$ cat src/hw/rtl/assert_macros.svh
`ifndef ASSERT_MACROS_SVH
`define ASSERT_MACROS_SVH

// same-cycle implication, sampled on clk, off while in reset
`define SAT_ASSERT_NOW(lbl, ante, cons, msg) \
  lbl: assert property (@(posedge clk) disable iff (!rst_n) (ante) |-> (cons)) \
    else $error(msg);

// next-cycle implication, sampled on clk, off while in reset
`define SAT_ASSERT_NEXT(lbl, ante, cons, msg) \
  lbl: assert property (@(posedge clk) disable iff (!rst_n) (ante) |=> (cons)) \
    else $error(msg);

`endif

$ cat src/hw/rtl/sat_pkg.sv
`default_nettype none

package sat_pkg;

  localparam int MAX_COLUMNS = 4096;
  localparam int MAX_ROWS    = 4096;

  localparam int COL_W      = $clog2(MAX_COLUMNS);
  localparam int ROW_W      = $clog2(MAX_ROWS);
  localparam int SIZE_W     = 13;
  localparam int PIXEL_W    = 8;
  localparam int SUM_W      = 32;
  localparam int SQ_W       = 40;
  localparam int ROW_SUM_W  = 20;
  localparam int ROW_SQ_W   = 28;
  localparam int CFG_IDX_W  = 2;

  localparam int QUEUE_DEPTH = 4;
  localparam int QPTR_W      = $clog2(QUEUE_DEPTH);
  localparam int QCNT_W      = $clog2(QUEUE_DEPTH + 1);

  localparam logic [CFG_IDX_W-1:0] REG_FRAME_WIDTH  = CFG_IDX_W'(0);
  localparam logic [CFG_IDX_W-1:0] REG_FRAME_HEIGHT = CFG_IDX_W'(1);

  localparam logic [SIZE_W-1:0] MAX_WIDTH_SIZE  = SIZE_W'(MAX_COLUMNS);
  localparam logic [SIZE_W-1:0] MAX_HEIGHT_SIZE = SIZE_W'(MAX_ROWS);

  // one classified pixel on its way from front to back
  typedef struct packed {
    logic [COL_W-1:0]     col;
    logic                 first_row;
    logic [ROW_SUM_W-1:0] row_sum;
    logic [ROW_SQ_W-1:0]  row_sq;
    logic                 eor;
    logic                 eof;
  } sat_item_t;

  function automatic logic [SIZE_W-1:0] clamp_size(input logic [SIZE_W-1:0] v,
                                                   input logic [SIZE_W-1:0] maxv);
    logic [SIZE_W-1:0] r;
    if (v == '0) begin
      r = SIZE_W'(1);
    end else if (v > maxv) begin
      r = maxv;
    end else begin
      r = v;
    end
    return r;
  endfunction

endpackage

`default_nettype wire

$ cat src/hw/rtl/sat_front.sv
`default_nettype none

module sat_front
  import sat_pkg::*;
(
  input  logic                 clk,
  input  logic                 rst_n,
  input  logic                 cfg_valid,
  output logic                 cfg_ready,
  input  logic [CFG_IDX_W-1:0] cfg_index,
  input  logic [SIZE_W-1:0]    cfg_data,
  input  logic                 in_valid,
  output logic                 in_ready,
  input  logic [PIXEL_W-1:0]   in_pixel,
  input  logic                 q_full,
  output logic                 q_push,
  output sat_item_t            q_item
);

  logic [SIZE_W-1:0]    frame_width_r, frame_width_nxt;
  logic [SIZE_W-1:0]    frame_height_r, frame_height_nxt;
  logic [COL_W-1:0]     col_r, col_nxt;
  logic [ROW_W-1:0]     row_r, row_nxt;
  logic [ROW_SUM_W-1:0] row_sum_r, row_sum_nxt;
  logic [ROW_SQ_W-1:0]  row_sq_r, row_sq_nxt;

  logic [SIZE_W-1:0]    width_eff;
  logic [SIZE_W-1:0]    height_eff;
  logic                 eor;
  logic                 eof;
  logic [2*PIXEL_W-1:0] pixel_sq;
  logic [ROW_SUM_W-1:0] sum_now;
  logic [ROW_SQ_W-1:0]  sq_now;

  assign cfg_ready = 1'b1;
  assign in_ready  = !q_full;
  assign q_push    = in_valid && !q_full;

  always_comb begin
    frame_width_nxt  = frame_width_r;
    frame_height_nxt = frame_height_r;
    if (cfg_valid) begin
      unique case (cfg_index)
        REG_FRAME_WIDTH:  frame_width_nxt  = cfg_data;
        REG_FRAME_HEIGHT: frame_height_nxt = cfg_data;
        default: ;
      endcase
    end
  end

  always_comb begin
    width_eff  = clamp_size(frame_width_r, MAX_WIDTH_SIZE);
    height_eff = clamp_size(frame_height_r, MAX_HEIGHT_SIZE);
    eor        = (SIZE_W'(col_r) + SIZE_W'(1)) >= width_eff;
    eof        = eor && ((SIZE_W'(row_r) + SIZE_W'(1)) >= height_eff);
    pixel_sq   = in_pixel * in_pixel;
    sum_now    = row_sum_r + ROW_SUM_W'(in_pixel);
    sq_now     = row_sq_r + ROW_SQ_W'(pixel_sq);

    q_item.col       = col_r;
    q_item.first_row = (row_r == '0);
    q_item.row_sum   = sum_now;
    q_item.row_sq    = sq_now;
    q_item.eor       = eor;
    q_item.eof       = eof;

    col_nxt     = col_r;
    row_nxt     = row_r;
    row_sum_nxt = row_sum_r;
    row_sq_nxt  = row_sq_r;
    if (q_push) begin
      if (eor) begin
        col_nxt     = '0;
        row_sum_nxt = '0;
        row_sq_nxt  = '0;
        row_nxt     = eof ? '0 : ROW_W'(row_r + ROW_W'(1));
      end else begin
        col_nxt     = COL_W'(col_r + COL_W'(1));
        row_sum_nxt = sum_now;
        row_sq_nxt  = sq_now;
      end
    end
  end

  always_ff @(posedge clk) begin
    if (!rst_n) begin
      frame_width_r  <= MAX_WIDTH_SIZE;
      frame_height_r <= MAX_HEIGHT_SIZE;
      col_r          <= '0;
      row_r          <= '0;
      row_sum_r      <= '0;
      row_sq_r       <= '0;
    end else begin
      frame_width_r  <= frame_width_nxt;
      frame_height_r <= frame_height_nxt;
      col_r          <= col_nxt;
      row_r          <= row_nxt;
      row_sum_r      <= row_sum_nxt;
      row_sq_r       <= row_sq_nxt;
    end
  end

endmodule

`default_nettype wire

$ cat config.mk
export PLATFORM = sky130hd
export DESIGN_NAME = sat_front
export DESIGN_NICKNAME = d
export VERILOG_FILES = /design/src/hw/rtl/assert_macros.svh /design/src/hw/rtl/sat_pkg.sv /design/src/hw/rtl/sat_front.sv
export SDC_FILE = /design/constraint.sdc
export NUM_CORES = 1
export LEC_CHECK = 0
export BUFFER_PORTS_ARGS = -buffer_cell sky130_fd_sc_hd__buf_2
export CAP_MARGIN = 20
export CELL_PAD_IN_SITES_DETAIL_PLACEMENT = 1
export CELL_PAD_IN_SITES_GLOBAL_PLACEMENT = 1
export CORE_MARGIN = 4
export CORE_UTILIZATION = 45
export DETAILED_ROUTE_END_ITERATION = 10
export PLACE_DENSITY_LB_ADDON = 0.1
export SLEW_MARGIN = 40
export SYNTH_ARGS = -nofsm -noshare
export SYNTH_HDL_FRONTEND = slang
export SYNTH_SLANG_ARGS = --single-unit
$ cat constraint.sdc
create_clock -name clk -period 8.2 [get_ports clk]
set_input_delay 1.64 -clock clk [delete_from_list [all_inputs] [get_ports clk]]
set_output_delay 1.64 -clock clk [all_outputs]
set_load 0.02 [all_outputs]
==> metrics.txt <==
gpl congestion 0.823; postcts setup bufs 0; PortBufs 92; CP Data Arrival Time 6.14 ns; Int Pwr 1.24 mW; CP Class input port to primary output; Critical Path Start in_pixel[0]; clock power share 17.6%; Switching Power 1.11 mW; # IOs 94; Worst Hold Class flop to flop; top cell type's share of synthesized area 24.5%; crit path time final 7.78 ns; CP Data Required Time 6.56 ns; Combinational Power Share 60.1%; Post-synth EDFFs 0; # clock sinks 98; CTS H-tree depth 3; power density over the cells 264 nW/um^2; Pins Over Slew Limit 0; CTS buffer count 9; ratio of cells with drive above 1 in the final layout 13.5%; Mapped Avg Cell Area 8.12 sq um; fmax 128 MHz; Routed Antenna Nets 0; number of global-route vias before repair 7593; clock buffer depth 2; largest net degree at the start of global routing 85; Worst setup EP type primary output; CP max-delay cell fa_1; Layout area overhead 10.9%; CP endpoint q_item[28]; core footprint 17400 sq um; initial DRC count 263; Pre-antenna DRT Iters 4; Worst VDD drop 457 uV; Clock Skew 0.00587 ns; first-pass GRT wire length 37700 microns; die footprint 20000 sq um; Gate Count Post-Synth 987; Top delay family on crit path adder cells; Rel. slew slack 46.5%; Yosys cell types 75; maximum capacitance violations 0; DRC 0; Synth area leader dfxtp_1; Post-synth top cells nand2_1, dfxtp_1, inv_1; FF+latch count, synth 98; WL/cell 17.2 microns; Post-Syn Nets 1133; Post-Place Cells 1266; Initial Util 46.2%; Synth warnings 0; ys async rst share 0%; Worst R2R Setup Slack 3.46 ns; die width 141 microns; DR vias/cell 5.55; CP startpoint kind input port; Stages on worst setup path 18; top cells by area, synth dfxtp_1, ha_1, fa_1; Worst-Skew Late Latency 0.35 ns; FF-to-FF path depth 15; Synth Cell Area 8010 sq um; GRT Overall Usage 23.0%; setup_tns 0 ns; sequential share of power 22.3%; Worst-path clk slew 0.07 ns; leakage power total 4.05 nW; crit share post-route 94.9%; Root Driver clkbuf_16; Max stage delay on crit path 0.53 ns; Slew @ Worst Pin 0.799 ns; worst-path cell chain buf_2 -> and2_1 -> inv_1 -> fa_1 -> inv_1 -> fa_1 -> fa_1 -> inv_1 -> fa_1 -> inv_1 -> ha_1 -> a21oi_4 -> nand2_1 -> o21ai_1 -> o221ai_2 -> and2_1 -> xor2_1 -> buf_2; FF-to-FF End row_sum_r[11]; post-synthesis sequential area ratio 24.5%; count leader, synth nand2_1; R2R Path Start col_r[0]; DRT Wirelength 22000 microns; row count 48; status completed; Die Height 141 microns; Final Hold Vio Count 0; hold path cells 2; final net count 1198; GR Overflow Total 0; TritonCTS clock tree built; worst path bufs/invs 6; Most used DFF post-synth dfxtp_1; # diodes 0; HPWL after DPL 16700 microns; Post-CTS Hold Buffers 0; cts repair resizes 0; initial antenna violation count 0; worst-path maximum fanout 9; switching share of power 47.2%; final cell count without fillers 1282; RSZ-0062 raised after global routing no; Final setup viols 0; vias after detailed routing 7111
-- sequential cells by signal, summed over array words and instances (netlist names) --
| register | count |
|---|---|
| row_sq_r | 28 |
| frame_width_r | 13 |
| row_r | 12 |
| frame_height_r | 13 |
| row_sum_r | 20 |
| col_r | 12 |
-- cell usage in the layout (no fill, tap or decap), drive strengths merged, types with 9 or more instances in the layout --
| cell | Yosys | routed |
|---|---|---|
| a22oi | 11 | 11 |
| a21oi | 82 | 82 |
| nor3 | 12 | 12 |
| a32o | 10 | 10 |
| buf | 14 | 97 |
| dfxtp | 98 | 98 |
| fa | 38 | 38 |
| nor2 | 49 | 49 |
| and2 | 20 | 20 |
| xnor2 | 42 | 42 |
| or3 | 10 | 10 |
| xor2 | 24 | 24 |
| nand2 | 149 | 149 |
| nand3b | 11 | 11 |
| inv | 95 | 95 |
| clkbuf | 28 | 13 |
| o21ai | 40 | 40 |
| ha | 80 | 80 |
| a21o | 11 | 11 |
| a31oi | 9 | 9 |
| and3 | 20 | 20 |
| nand3 | 50 | 50 |
-- through the flow --
step	area (sq um)	utilization, %	setup slack, ns	hold WS [ns]	power [mW]
after floorplan	8010	-	0.751	0.432	1.57
after global placement	8600	49.5	0.510	0.442	1.92
after detailed placement	8600	49.6	0.390	0.448	1.96
after CTS	8890	51.2	0.394	0.457	2.37
after global routing	8890	51.2	0.0708	0.477	2.55
final	8890	51.2	0.417	0.456	2.34
-- worst min-delay path by stage --
stage | from | end | slack (ns)
6_report | row_sq_r[7] | row_sq_r[7] | 0.46
5_1_grt | row_sq_r[1] | row_sq_r[1] | 0.48
4_1_cts | row_sq_r[7] | row_sq_r[7] | 0.46
3_5_place_dp | row_sq_r[7] | row_sq_r[7] | 0.45
3_3_place_gp | row_sq_r[7] | row_sq_r[7] | 0.44
2_1_floorplan | row_sq_r[7] | row_sq_r[7] | 0.43
-- cells by family (layout without fill, tap and decap cells) --
kind of cell / Yosys count / after routing / synth area share [%]
other cells: 1 / 1 / 0.0468
fa+ha+maj: 118 / 118 / 22.0
flops: 98 / 98 / 24.5
simple gates: 361 / 361 / 22.2
xor+xnor: 66 / 66 / 7.21
compound gates: 203 / 203 / 16.9
mux: 2 / 2 / 0.250
buf+inv: 138 / 208 / 6.92
-- power groups by stage --
stage,Combinational (mW),Clock [mW],Sequential (mW)
finish,1.41,0.412,0.522
detailed placement,1.42,0,0.533
global placement,1.39,0,0.532
CTS,1.43,0.423,0.522
global route,1.58,0.446,0.525
floorplan,1.04,0,0.528
-- layer usage --
metal	global-route usage, %	routed length [microns]
met5	0	0
met4	7.42	480
met3	3.10	826
met2	40.2	10800
met1	29.3	9920
-- cell type report --
cell class / instances / area, sq um
fillers: 2166 / 8470
clock buffers: 13 / 260
clock inverters: 3 / 23.8
flip-flops and latches: 98 / 1960
well taps: 225 / 282
inverters: 95 / 357
repair buffers: 97 / 502
multi-input cells: 751 / 5500
-- worst min-delay path, delay by kind of cell (launching register included) --
family             cells  cell delay, ns
AOI/OAI and AO/OA      1            0.05
and+or+nand+nor        1            0.05
DFF                    1            0.31
Note: power is estimated with default switching activity, not from simulation.
