`src/hw/rtl/assert_macros.svh`:
```
`ifndef ASSERT_MACROS_SVH
`define ASSERT_MACROS_SVH

// same-cycle implication, sampled on clk, off while in reset
`define SAT_ASSERT_NOW(lbl, ante, cons, msg) \
  lbl: assert property (@(posedge clk) disable iff (!rst_n) (ante) |-> (cons)) \
    else $error(msg);

// next-cycle implication, sampled on clk, off while in reset
`define SAT_ASSERT_NEXT(lbl, ante, cons, msg) \
  lbl: assert property (@(posedge clk) disable iff (!rst_n) (ante) |=> (cons)) \
    else $error(msg);

`endif

```
`src/hw/rtl/sat_pkg.sv`:
```
`default_nettype none

package sat_pkg;

  localparam int MAX_COLUMNS = 4096;
  localparam int MAX_ROWS    = 4096;

  localparam int COL_W      = $clog2(MAX_COLUMNS);
  localparam int ROW_W      = $clog2(MAX_ROWS);
  localparam int SIZE_W     = 13;
  localparam int PIXEL_W    = 8;
  localparam int SUM_W      = 32;
  localparam int SQ_W       = 40;
  localparam int ROW_SUM_W  = 20;
  localparam int ROW_SQ_W   = 28;
  localparam int CFG_IDX_W  = 2;

  localparam int QUEUE_DEPTH = 4;
  localparam int QPTR_W      = $clog2(QUEUE_DEPTH);
  localparam int QCNT_W      = $clog2(QUEUE_DEPTH + 1);

  localparam logic [CFG_IDX_W-1:0] REG_FRAME_WIDTH  = CFG_IDX_W'(0);
  localparam logic [CFG_IDX_W-1:0] REG_FRAME_HEIGHT = CFG_IDX_W'(1);

  localparam logic [SIZE_W-1:0] MAX_WIDTH_SIZE  = SIZE_W'(MAX_COLUMNS);
  localparam logic [SIZE_W-1:0] MAX_HEIGHT_SIZE = SIZE_W'(MAX_ROWS);

  // one classified pixel on its way from front to back
  typedef struct packed {
    logic [COL_W-1:0]     col;
    logic                 first_row;
    logic [ROW_SUM_W-1:0] row_sum;
    logic [ROW_SQ_W-1:0]  row_sq;
    logic                 eor;
    logic                 eof;
  } sat_item_t;

  function automatic logic [SIZE_W-1:0] clamp_size(input logic [SIZE_W-1:0] v,
                                                   input logic [SIZE_W-1:0] maxv);
    logic [SIZE_W-1:0] r;
    if (v == '0) begin
      r = SIZE_W'(1);
    end else if (v > maxv) begin
      r = maxv;
    end else begin
      r = v;
    end
    return r;
  endfunction

endpackage

`default_nettype wire

```
`src/hw/rtl/sat_fifo.sv`:
```
`default_nettype none

module sat_fifo
  import sat_pkg::*;
(
  input  logic              clk,
  input  logic              rst_n,
  input  logic              push,
  input  sat_item_t         push_item,
  input  logic              pop,
  output sat_item_t         head_item,
  output logic              empty,
  output logic              full,
  output logic [QCNT_W-1:0] count
);

  sat_item_t         slot_r [QUEUE_DEPTH];
  logic [QPTR_W-1:0] wr_ptr_r, wr_ptr_nxt;
  logic [QPTR_W-1:0] rd_ptr_r, rd_ptr_nxt;
  logic [QCNT_W-1:0] count_r, count_nxt;

  always_comb begin
    wr_ptr_nxt = push ? QPTR_W'(wr_ptr_r + QPTR_W'(1)) : wr_ptr_r;
    rd_ptr_nxt = pop ? QPTR_W'(rd_ptr_r + QPTR_W'(1)) : rd_ptr_r;
    count_nxt  = QCNT_W'(count_r + QCNT_W'(push) - QCNT_W'(pop));
  end

  always_ff @(posedge clk) begin
    if (!rst_n) begin
      wr_ptr_r <= '0;
      rd_ptr_r <= '0;
      count_r  <= '0;
    end else begin
      wr_ptr_r <= wr_ptr_nxt;
      rd_ptr_r <= rd_ptr_nxt;
      count_r  <= count_nxt;
    end
  end

  always_ff @(posedge clk) begin
    if (push) begin
      slot_r[wr_ptr_r] <= push_item;
    end
  end

  assign head_item = slot_r[rd_ptr_r];
  assign empty     = (count_r == '0);
  assign full      = (count_r == QCNT_W'(QUEUE_DEPTH));
  assign count     = count_r;

endmodule

`default_nettype wire

```
`config.mk`:
```
export PLATFORM = sky130hd
export DESIGN_NAME = sat_fifo
export DESIGN_NICKNAME = d
export VERILOG_FILES = /design/src/hw/rtl/assert_macros.svh /design/src/hw/rtl/sat_pkg.sv /design/src/hw/rtl/sat_fifo.sv
export SDC_FILE = /design/constraint.sdc
export NUM_CORES = 1
export LEC_CHECK = 0
export BUFFER_PORTS_ARGS = -buffer_cell sky130_fd_sc_hd__buf_2
export CAP_MARGIN = 40
export CORE_UTILIZATION = 50
export CTS_CLUSTER_SIZE = 20
export DETAILED_ROUTE_END_ITERATION = 6
export PLACE_DENSITY_LB_ADDON = 0.08
export SLEW_MARGIN = 20
export SYNTH_ARGS = -nofsm -noshare
export SYNTH_HDL_FRONTEND = slang
export SYNTH_SLANG_ARGS = --single-unit
```
`constraint.sdc`:
```
create_clock -name clk -period 5 [get_ports clk]
set_input_delay 1 -clock clk [delete_from_list [all_inputs] [get_ports clk]]
set_output_delay 1 -clock clk [all_outputs]
set_load 0.05 [all_outputs]
```
==> parameters.txt, run 1 <==
Parameter                              Value

Outcome
  Run status ... finished, final reports clean

Placement
  Total placed cells including tap cells ... 734
  Final GP Congestion ... 0.691
  Post-DP Area ... 10600 µm²
  Number of input and output port buffers inserted ... 134
  Worst setup timing slack at the placement stage ... 1950 ps
  HPWL after detailed placement ... 9.37 mm

Route
  Post-route DRC ... 0
  Wirelength, routed ... 16.1 mm
  Ratio of routed vias to standard cells ... 5.49
  Average wire per standard cell ... 20.6 µm
  Detailed router's first-iteration violation count ... 220
  Total number of vias ... 4282
  Antenna Nets Post-Route ... 0
  1st-pass router iterations ... 4

Synth
  Unique cell type count in the Yosys netlist ... 21
  Cell Area, Synth ... 9610 µm²
  Instance count of the mapped netlist ... 372
  Post-synthesis sequential area ratio ... 0.807
  Post-Synthesis Net Count ... 446
  Average size of a mapped cell ... 25.8 µm²
  Yosys warning total ... 0
  Number of enable flip-flop cells after synthesis ... 252
  Post-synthesis sequential element count ... 261
  Most used flip-flop cell after synthesis ... edfxtp_1
  Synth async-reset ratio ... 0

CTS
  Inserted Clock Buffers ... 27
  Insertion delay of the later-clocked pin in the worst-skew pair ... 510 ps
  CTS Root Buffer Type ... clkbuf_16
  TritonCTS clock tree ... yes
  Maximum buffer depth of the clock tree ... 3
  Buffers inserted by post-CTS timing repair ... 0
  Hold bufs inserted after CTS ... 0
  Clock-pin slew on the worst setup and hold paths ... 60 ps
  Number of instances resized during post-cts repair ... 0
  Maximum level of the CTS H-tree ... 1
  CTS sink cnt ... 261

Global route
  Total gr overflow ... 0
  Wire length of the first global-routing pass ... 25.0 mm
  Antenna violations before repair ... 2
  Via count of the first global-routing pass ... 4557
  Total track usage ... 0.168
  Largest net degree at the start of global routing ... 36

Setup path
  Start-to-end type of the worst setup path ... flop to primary output
  Endpoint of the worst register-to-register path ... count[2]
  Endpoint required time on the critical path ... 4000 ps
  Crit path cell chain ... buf_12 -> buf_4 -> mux4_2 -> buf_2
  Cell with the largest stage delay on the worst path ... dfxtp_4
  Delay of the slowest critical-path stage ... 640 ps
  Data arrival time at the worst-slack endpoint ... 2490 ps
  Worst reg-to-reg setup slack ... 3130 ps
  Launching element type of the critical path ... flop
  Endpoint type of the worst setup path ... primary output
  R2R cell count ... 7
  R2R Path Start ... count[0]
  Maximum fanout encountered on the critical timing path ... 22

Die
  Initial Util ... 0.512
  Top Ports ... 135
  Core Box Area ... 18800 µm²
  Die Area ... 19800 µm²
  Die Y ... 141 µm
  Num rows ... 50
  Die width ... 141 µm

STA
  Setup TNS after final layout ... 0 ps
  Minimum setup slack in the final design ... 1510 ps
  Final period utilization ... 0.697
  Worst hold margin ... 547 ps
  Final clock skew ... 4.25 ps
  Setup Viol. Count Final ... 0
  Number of endpoints with negative hold slack in the final report ... 0
  Highest clock rate ... 287 MHz
  Actual transition at the worst max-transition pin ... 530 ps
  Time the worst path needs with I/O delays and setup ... 3490 ps
  Slew HR ... 0.647
  Setup repair after global routing missed its margin ... false
  Count of pins over their slew limit ... 0

Power
  Maximum vdd drop ... 0.000282 V
  PD cells ... 447 nW/µm²
  Tot Pwr ... 5.07 mW
  Leakage power total ... 3.87 nW

Cells and area
  Fill cell instance count of the final layout ... 1367
  Area growth syn-to-layout ... 18.1%
  Number of nets in the final layout ... 603
  Diode count ... 0
  Share of cells above drive strength 1 ... 0.451
  Sequential standard cell area ... 7750 µm²
  Final Core Density ... 0.605
  Post-route insts no fill ... 780
  Total non-filler cell area in the finished layout ... 11300 µm²
  Area used by multi-input combinational logic ... 1680 µm²

Min path
  Hold Path Stages ... 2
  HP Start ... rd_ptr_r[0]
  Worst min-delay path category ... flop to flop

Run
  Number of violations of the max-capacitance limit ... 0
[Yosys cell counts (2+ instances only)]
master	instances	area [µm²]
inv_1	7	26.3
edfxtp_1	252	7570
nor2_1	5	18.8
mux4_2	60	1350
buf_12	6	120
ha_1	6	75.1
xnor2_1	2	17.5
mux4_1	3	78.8
buf_2	6	30.0
and2_1	6	37.5
dfxtp_1	9	180
[registers in the layout (all words and copies together), names as in the netlist, named ones only]
register	flops
slot_r	252
wr_ptr_r	2
count	3
rd_ptr_r	2
[layer usage]
metal	vias up	share of wire	GRT usage
met3	32	0.046	0.0374
met4	4	0.023	0.0463
met5	-	0.0014	0
met2	100	0.49	0.281
met1	2249	0.44	0.225
li1	1897	-	-
[worst max-delay path: cells and delay by family (launching register included)]
| family | cells | cell delay, ps |
|---|---|---|
| buf+inv | 3 | 800 |
| mux | 1 | 530 |
| flops | 1 | 640 |
[placed cells by master, fill, tap and decap left out, types with 3 or more instances in the layout]
cell type  Yosys  routed
and2_4         0       4
buf_12         6       6
buf_2          6     134
clkbuf_16      0      27
clkinv_1       0       7
clkinv_2       0       7
dfxtp_1        9       7
edfxtp_1     252     252
ha_1           6       6
inv_1          7       7
mux4_1         3       3
mux4_2        60      60
nor2_1         5       5
[worst max path at each step]
stage                     from             to  slack, ps  cells after the start
final                     flop   head_item[3]       1510                      4
after global routing      flop  head_item[60]       1320                      4
after CTS                 flop   head_item[3]       1410                      4
after detailed placement  flop   head_item[3]       1950                      4
after global placement    flop  head_item[13]       1810                      3
after floorplan           push   slot_r[0][0]       2090                      1
[logic make-up after synthesis]
kind of cell               synth area share
AOI/OAI and AO/OA                   0.00156
and+or+nand+nor                     0.00782
DFF                                   0.807
xor gates and xnor gates            0.00430
buffers and inverters                0.0199
adders and majority gates           0.00990
muxes                                 0.150
[report_power, final]
part	switching, mW	internal (mW)	total, mW	leakage, nW
combinational	0.498	0.229	0.727	1.09
clock	0.752	1.03	1.78	0.388
sequential	0.0467	2.51	2.56	2.39
total	1.30	3.77	5.07	3.87
[layout make-up]
type | count | area share
clock inverters | 17 | 0.00937
multi-input cells | 90 | 0.148
repair buffers | 142 | 0.0710
well taps | 234 | 0.0258
clock buffers | 29 | 0.0602
inverters | 7 | 0.00232
flip-flops and latches | 261 | 0.684
Power figures use the tool's default switching activity.
==> run 2, diff against run 1 <==
clock period = 2.8 ns   (was 5 ns; I/O delays follow)
==> parameters.txt, run 2 (synthesis gave the netlist of run 1 again) <==
Parameter                              Value

CTS
  Buffers inserted by post-CTS timing repair ... 0 (unchanged)
  CTS Root Buffer Type ... clkbuf_16
  Inserted Clock Buffers ... 26 (-3.7%)
  Maximum level of the CTS H-tree ... 1 (unchanged)
  Maximum buffer depth of the clock tree ... 3 (unchanged)
  Clock-pin slew on the worst setup and hold paths ... 60 ps (about the same)
  Hold bufs inserted after CTS ... 0 (unchanged)
  TritonCTS clock tree ... yes
  CTS sink cnt ... 261 (unchanged)
  Number of instances resized during post-cts repair ... 0 (unchanged)
  Insertion delay of the later-clocked pin in the worst-skew pair ... 510 ps (about the same)

Cells and area
  Area growth syn-to-layout ... 19.9%
  Post-route insts no fill ... 797 (+2.2%)
  Share of cells above drive strength 1 ... 0.464 (+0.0130)
  Most frequent cells in the layout ... edfxtp_1 (252), buf_2 (134), mux4_2 (60)
  Diode count ... 0 (unchanged)
  Number of flip-flops in the largest register ... 252 (unchanged)
  Most common cell after layout, fill and taps aside ... edfxtp_1
  Number of nets in the final layout ... 618 (+2.5%)
  Biggest register ... slot_r

Route
  Total length of routed met3 wires ... 819 µm (+12%)
  Met1 wire length ... 7.18 mm (+1.9%)
  1st-pass router iterations ... 4 (unchanged)
  Ratio of routed vias to standard cells ... 5.44 (-0.90%)
  Total number of vias ... 4336 (+1.3%)
  Top routing layer in use ... met5
  Average wire per standard cell ... 21.2 µm (+3.1%)
  Post-route DRC ... 0 (unchanged)
  Routed met2 length ... 8.66 mm (+9.8%)
  Wirelength, routed ... 16.9 mm (+5.3%)
  Detailed router's first-iteration violation count ... 223 (+1.4%)
  Antenna Nets Post-Route ... 0 (unchanged)

Placement
  Number of input and output port buffers inserted ... 134 (unchanged)
  HPWL after detailed placement ... 10.4 mm (+11%)
  Final GP Congestion ... 0.689 (-0.39%)
  Total placed cells including tap cells ... 742 (+1.1%)

STA
  Highest clock rate ... 386 MHz
  Setup TNS after final layout ... 0 ps (unchanged)
  Setup Viol. Count Final ... 0 (unchanged)
  Time the worst path needs with I/O delays and setup ... 2590 ps
  Count of pins over their slew limit ... 0 (unchanged)
  Setup repair after global routing missed its margin ... false
  Slew HR ... 0.600 (-0.0468)
  Final period utilization ... 0.926
  Number of endpoints with negative hold slack in the final report ... 0 (unchanged)
  Actual transition at the worst max-transition pin ... 600 ps (+70.3 ps)
  Final clock skew ... 10.3 ps (+6.03 ps)

Die
  Initial Util ... 0.512 (unchanged)
  Core Box Area ... 18800 µm² (unchanged)
  Die Y ... 141 µm (unchanged)
  Die width ... 141 µm (unchanged)
  Die Area ... 19800 µm² (unchanged)
  Num rows ... 50 (unchanged)
  Top Ports ... 135 (unchanged)

Global route
  Total track usage ... 0.178 (+0.00952)
  Wire length of the first global-routing pass ... 26.4 mm (+5.5%)
  Via count of the first global-routing pass ... 4662 (+2.3%)
  Antenna violations before repair ... 1 (-1)
  Total gr overflow ... 0 (unchanged)
  Largest net degree at the start of global routing ... 41 (+14%)

Power
  Portion of total power attributed to sequential cells ... 0.497 (-0.008)
  P_int ... 6.86 mW (+82%)
  Tot Pwr ... 9.18 mW (+81%)
  Power share of the combinational group ... 0.148 (+0.005)
  Share of total power in the clock network ... 0.355 (+0.004)
  PD cells ... 797 nW/µm² (+78%)
  Maximum vdd drop ... 0.000495 V (+75%)
  Switching power ... 2.32 mW (+79%)
  Leakage power total ... 3.98 nW (+2.7%)
  Switching share of power ... 0.253 (-0.00344)

Setup path
  Endpoint required time on the critical path ... 2240 ps (-1760 ps)
  Cell with the largest stage delay on the worst path ... mux4_1
  Launching element type of the critical path ... flop
  Start-to-end type of the worst setup path ... flop to primary output
  Data arrival time at the worst-slack endpoint ... 2030 ps (-460 ps)
  Endpoint type of the worst setup path ... primary output
  Delay of the slowest critical-path stage ... 560 ps (-80 ps)
  Maximum fanout encountered on the critical timing path ... 12 (-45%)
  Crit path cell chain ... buf_4 -> mux4_1 -> buf_2

Run
  Number of violations of the max-capacitance limit ... 0 (unchanged)

Outcome
  Run status ... finished, final reports clean

Min path
  Worst min-delay path category ... primary input to flop
## run 2: path summary, 6_finish.rpt
path / startpoint / end / slack (ps) / cells past startpoint
setup / recovery: flop / head_item[1] / 210 / 3
hold / removal: push_item[46] / slot_r[1][46] / 260 / 1
setup reg to reg: count[0] / count[2] / 970 / 7
hold reg to reg: rd_ptr_r[0] / flop / 550 / 2
## run 2: worst max-delay path, delay by kind of cell, from the launching register on
family	cells	cell delay (ps)
buffers and inverters	2	450
flip-flops	1	500
multiplexers	1	560
## run 2: power by group through the flow
stage	clock network (mW)	logic, mW	registers, mW
final	3.26	1.36	4.56
after global routing	3.48	1.43	4.58
after CTS	3.34	1.35	4.57
after detailed placement	0	1.35	4.65
after global placement	0	1.33	4.64
after floorplan	0	0.992	4.66
## run 2: metrics by stage
stage	utilization	setup WS, ps	hold slack (ps)	instance area, µm²
after CTS	0.610	39.1	235	11500
final	0.614	207	258	11500
after global placement	0.567	590	500	10600
after detailed placement	0.567	602	539	10600
after global routing	0.614	124	244	11500
after floorplan	-	328	499	9610
## run 2: final cells by class
| cell class | count | area, µm² |
|---|---|---|
| Inverter | 7 | 26.3 |
| Multi-Input combinational cell | 90 | 1680 |
| Tap cell | 234 | 293 |
| Timing Repair Buffer | 158 | 951 |
| Clock buffer | 38 | 747 |
| Sequential cell | 261 | 7750 |
| Fill cell | 1337 | 7250 |
| Clock inverter | 9 | 66.3 |
## run 2: layer usage
layer  up-vias  GRT usage
li1       1935          -
met1      2260      0.243
met2       118      0.296
met3        21     0.0384
met4         2     0.0395
met5         -          0
==> run 3, diff against run 2 <==
PLACE_DENSITY = 0.82   (was unset)
PLACE_DENSITY_LB_ADDON = unset   (was 0.08)
==> parameters.txt, run 3 (synthesis gave the netlist of run 1 again) <==
Parameter                              Value

Route
  Total number of vias ... 4289 (-1.1%)
  Wirelength, routed ... 16.5 mm (-2.5%)
  Post-route DRC ... 0 (unchanged)
  Detailed router's first-iteration violation count ... 202 (-9.4%)
  1st-pass router iterations ... 4 (unchanged)
  Average wire per standard cell ... 21.1 µm (-0.48%)
  Antenna Nets Post-Route ... 0 (unchanged)
  Ratio of routed vias to standard cells ... 5.49 (+0.94%)

Min path
  Hold-critical path endpoint ... slot_r[3][61]
  HP Start ... push_item[61]
  Hold Path Stages ... 1 (unchanged)
  Worst min-delay path category ... primary input to flop

CTS
  Clock-pin slew on the worst setup and hold paths ... 60 ps (about the same)
  Inserted Clock Buffers ... 25 (-3.8%)
  Number of instances resized during post-cts repair ... 0 (unchanged)
  TritonCTS clock tree ... yes
  Maximum level of the CTS H-tree ... 1 (unchanged)
  CTS sink cnt ... 261 (unchanged)
  CTS Root Buffer Type ... clkbuf_16
  Hold bufs inserted after CTS ... 0 (unchanged)
  Maximum buffer depth of the clock tree ... 3 (unchanged)
  Insertion delay of the later-clocked pin in the worst-skew pair ... 500 ps (about the same)
  Buffers inserted by post-CTS timing repair ... 0 (unchanged)

Cells and area
  Area growth syn-to-layout ... 18.9%
  Area used by multi-input combinational logic ... 1680 µm² (unchanged)
  Number of nets in the final layout ... 602 (-2.6%)
  Most common cell after layout, fill and taps aside ... edfxtp_1
  Final Core Density ... 0.609 (-0.00487)
  Fill cell instance count of the final layout ... 1325 (-0.90%)
  Biggest register ... slot_r
  Share of cells above drive strength 1 ... 0.458 (-0.00571)
  Sequential standard cell area ... 7750 µm² (unchanged)
  Number of flip-flops in the largest register ... 252 (unchanged)
  Most frequent cells in the layout ... edfxtp_1 (252), buf_2 (134), mux4_2 (60)
  Post-route insts no fill ... 781 (-2.0%)

STA
  Highest clock rate ... 392 MHz (+1.6%)
  Count of pins over their slew limit ... 0 (unchanged)
  Setup TNS after final layout ... 0 ps (unchanged)
  Worst hold margin ... 264 ps (+6.53 ps)
  Setup Viol. Count Final ... 0 (unchanged)
  Number of endpoints with negative hold slack in the final report ... 0 (unchanged)
  Actual transition at the worst max-transition pin ... 540 ps (-59.9 ps)
  Setup repair after global routing missed its margin ... false
  Final period utilization ... 0.912 (-0.0141)
  Slew HR ... 0.640 (+0.0399)
  Final clock skew ... 13.9 ps (+3.58 ps)
  Time the worst path needs with I/O delays and setup ... 2550 ps (-39.6 ps)

Setup path
  R2R cell count ... 7 (unchanged)
  Endpoint required time on the critical path ... 2240 ps (about the same)
  R2R Path Start ... count[0]
  Start-to-end type of the worst setup path ... flop to primary output
  Worst reg-to-reg setup slack ... 960 ps (about the same)
  Data arrival time at the worst-slack endpoint ... 1990 ps (-40 ps)
  Maximum fanout encountered on the critical timing path ... 34 (+22)
  Endpoint type of the worst setup path ... primary output
  Endpoint of the worst register-to-register path ... count[2]
  Launching element type of the critical path ... flop

Placement
  Total placed cells including tap cells ... 735 (-0.94%)
  Final GP Congestion ... 0.691 (+0.39%)
  Number of input and output port buffers inserted ... 134 (unchanged)
  HPWL after detailed placement ... 9.95 mm (-4.4%)

Global route
  Antenna violations before repair ... 0 (-1)
  Total gr overflow ... 0 (unchanged)
  Wire length of the first global-routing pass ... 26.0 mm (-1.3%)
  Via count of the first global-routing pass ... 4746 (+1.8%)
  Largest net degree at the start of global routing ... 64 (+56%)
  Total track usage ... 0.174 (-0.00345)

Outcome
  Run status ... finished, final reports clean

Die
  Core Box Area ... 18800 µm² (unchanged)
  Die width ... 141 µm (unchanged)
  Num rows ... 50 (unchanged)
  Die Y ... 141 µm (unchanged)
  Top Ports ... 135 (unchanged)
  Die Area ... 19800 µm² (unchanged)
  Initial Util ... 0.512 (unchanged)

Power
  Portion of total power attributed to sequential cells ... 0.490 (-0.007)
  Share of total power in the clock network ... 0.366 (+0.011)
  PD cells ... 812 nW/µm² (+1.9%)
  Maximum vdd drop ... 0.000684 V (+38%)
  Switching power ... 2.34 mW (+1.0%)
  Switching share of power ... 0.252 (about the same)
  P_int ... 6.94 mW (+1.1%)
  Leakage power total ... 3.90 nW (-1.9%)
  Power share of the combinational group ... 0.144 (-0.004)

Run
  Number of violations of the max-capacitance limit ... 0 (unchanged)
## run 3: cell types whose count changed in the layout (fill, tap and decap cells not counted), sizes merged
cell | previous run | this run
clkbuf | 38 | 28
bufinv | 1 | 4
buf | 158 | 143
clkinvlp | 0 | 2
clkinv | 8 | 11
diode | 0 | 1
## run 3: final cells by class
cell class / instances / share of cell area
clock inverters: 17 / 0.0173
inverters: 7 / 0.00230
well taps: 234 / 0.0256
diodes: 1 / 0.000219
multi-input cells: 90 / 0.147
repair buffers: 143 / 0.0723
clock buffers: 28 / 0.0566
flip-flops and latches: 261 / 0.679
## run 3: power groups by stage
stage                     sequential, mW  combinational (mW)  clock [mW]
after detailed placement            4.63                1.36           0
after floorplan                     4.66               0.992           0
after global placement              4.61                1.33           0
final                               4.54                1.34        3.40
after CTS                           4.54                1.36        3.47
after global routing                4.56                1.41        3.61
## run 3: worst max-delay path by stage
stage                        end  slack (ps)  startpoint  cells past startpoint
finish              head_item[1]         250        flop                      3
global route        head_item[0]         140        flop                      3
CTS                 head_item[0]         200        flop                      3
detailed placement      count[2]         680         pop                      7
global placement        count[2]         750         pop                      7
floorplan           slot_r[0][0]         330        push                      1
## run 3: routing by layer
metal,track usage,share of wire,vias up
met5,0,0,-
met4,0.0463,0.016,0
met3,0.0370,0.057,27
met2,0.305,0.52,128
met1,0.222,0.41,2235
li1,-,-,1899
## run 3: critical path, cell delays in order (launching register included)
cell and delay (ps):
dfxtp_4 370, buf_12 280, mux4_1 600, buf_2 230
## run 3: metrics by stage
step	area, µm²	total power [mW]	setup slack, ps
after floorplan	9610	5.65	328
after CTS	11400	9.37	199
after global placement	10600	5.94	745
after global routing	11400	9.58	142
after detailed placement	10600	5.98	683
final	11400	9.28	246
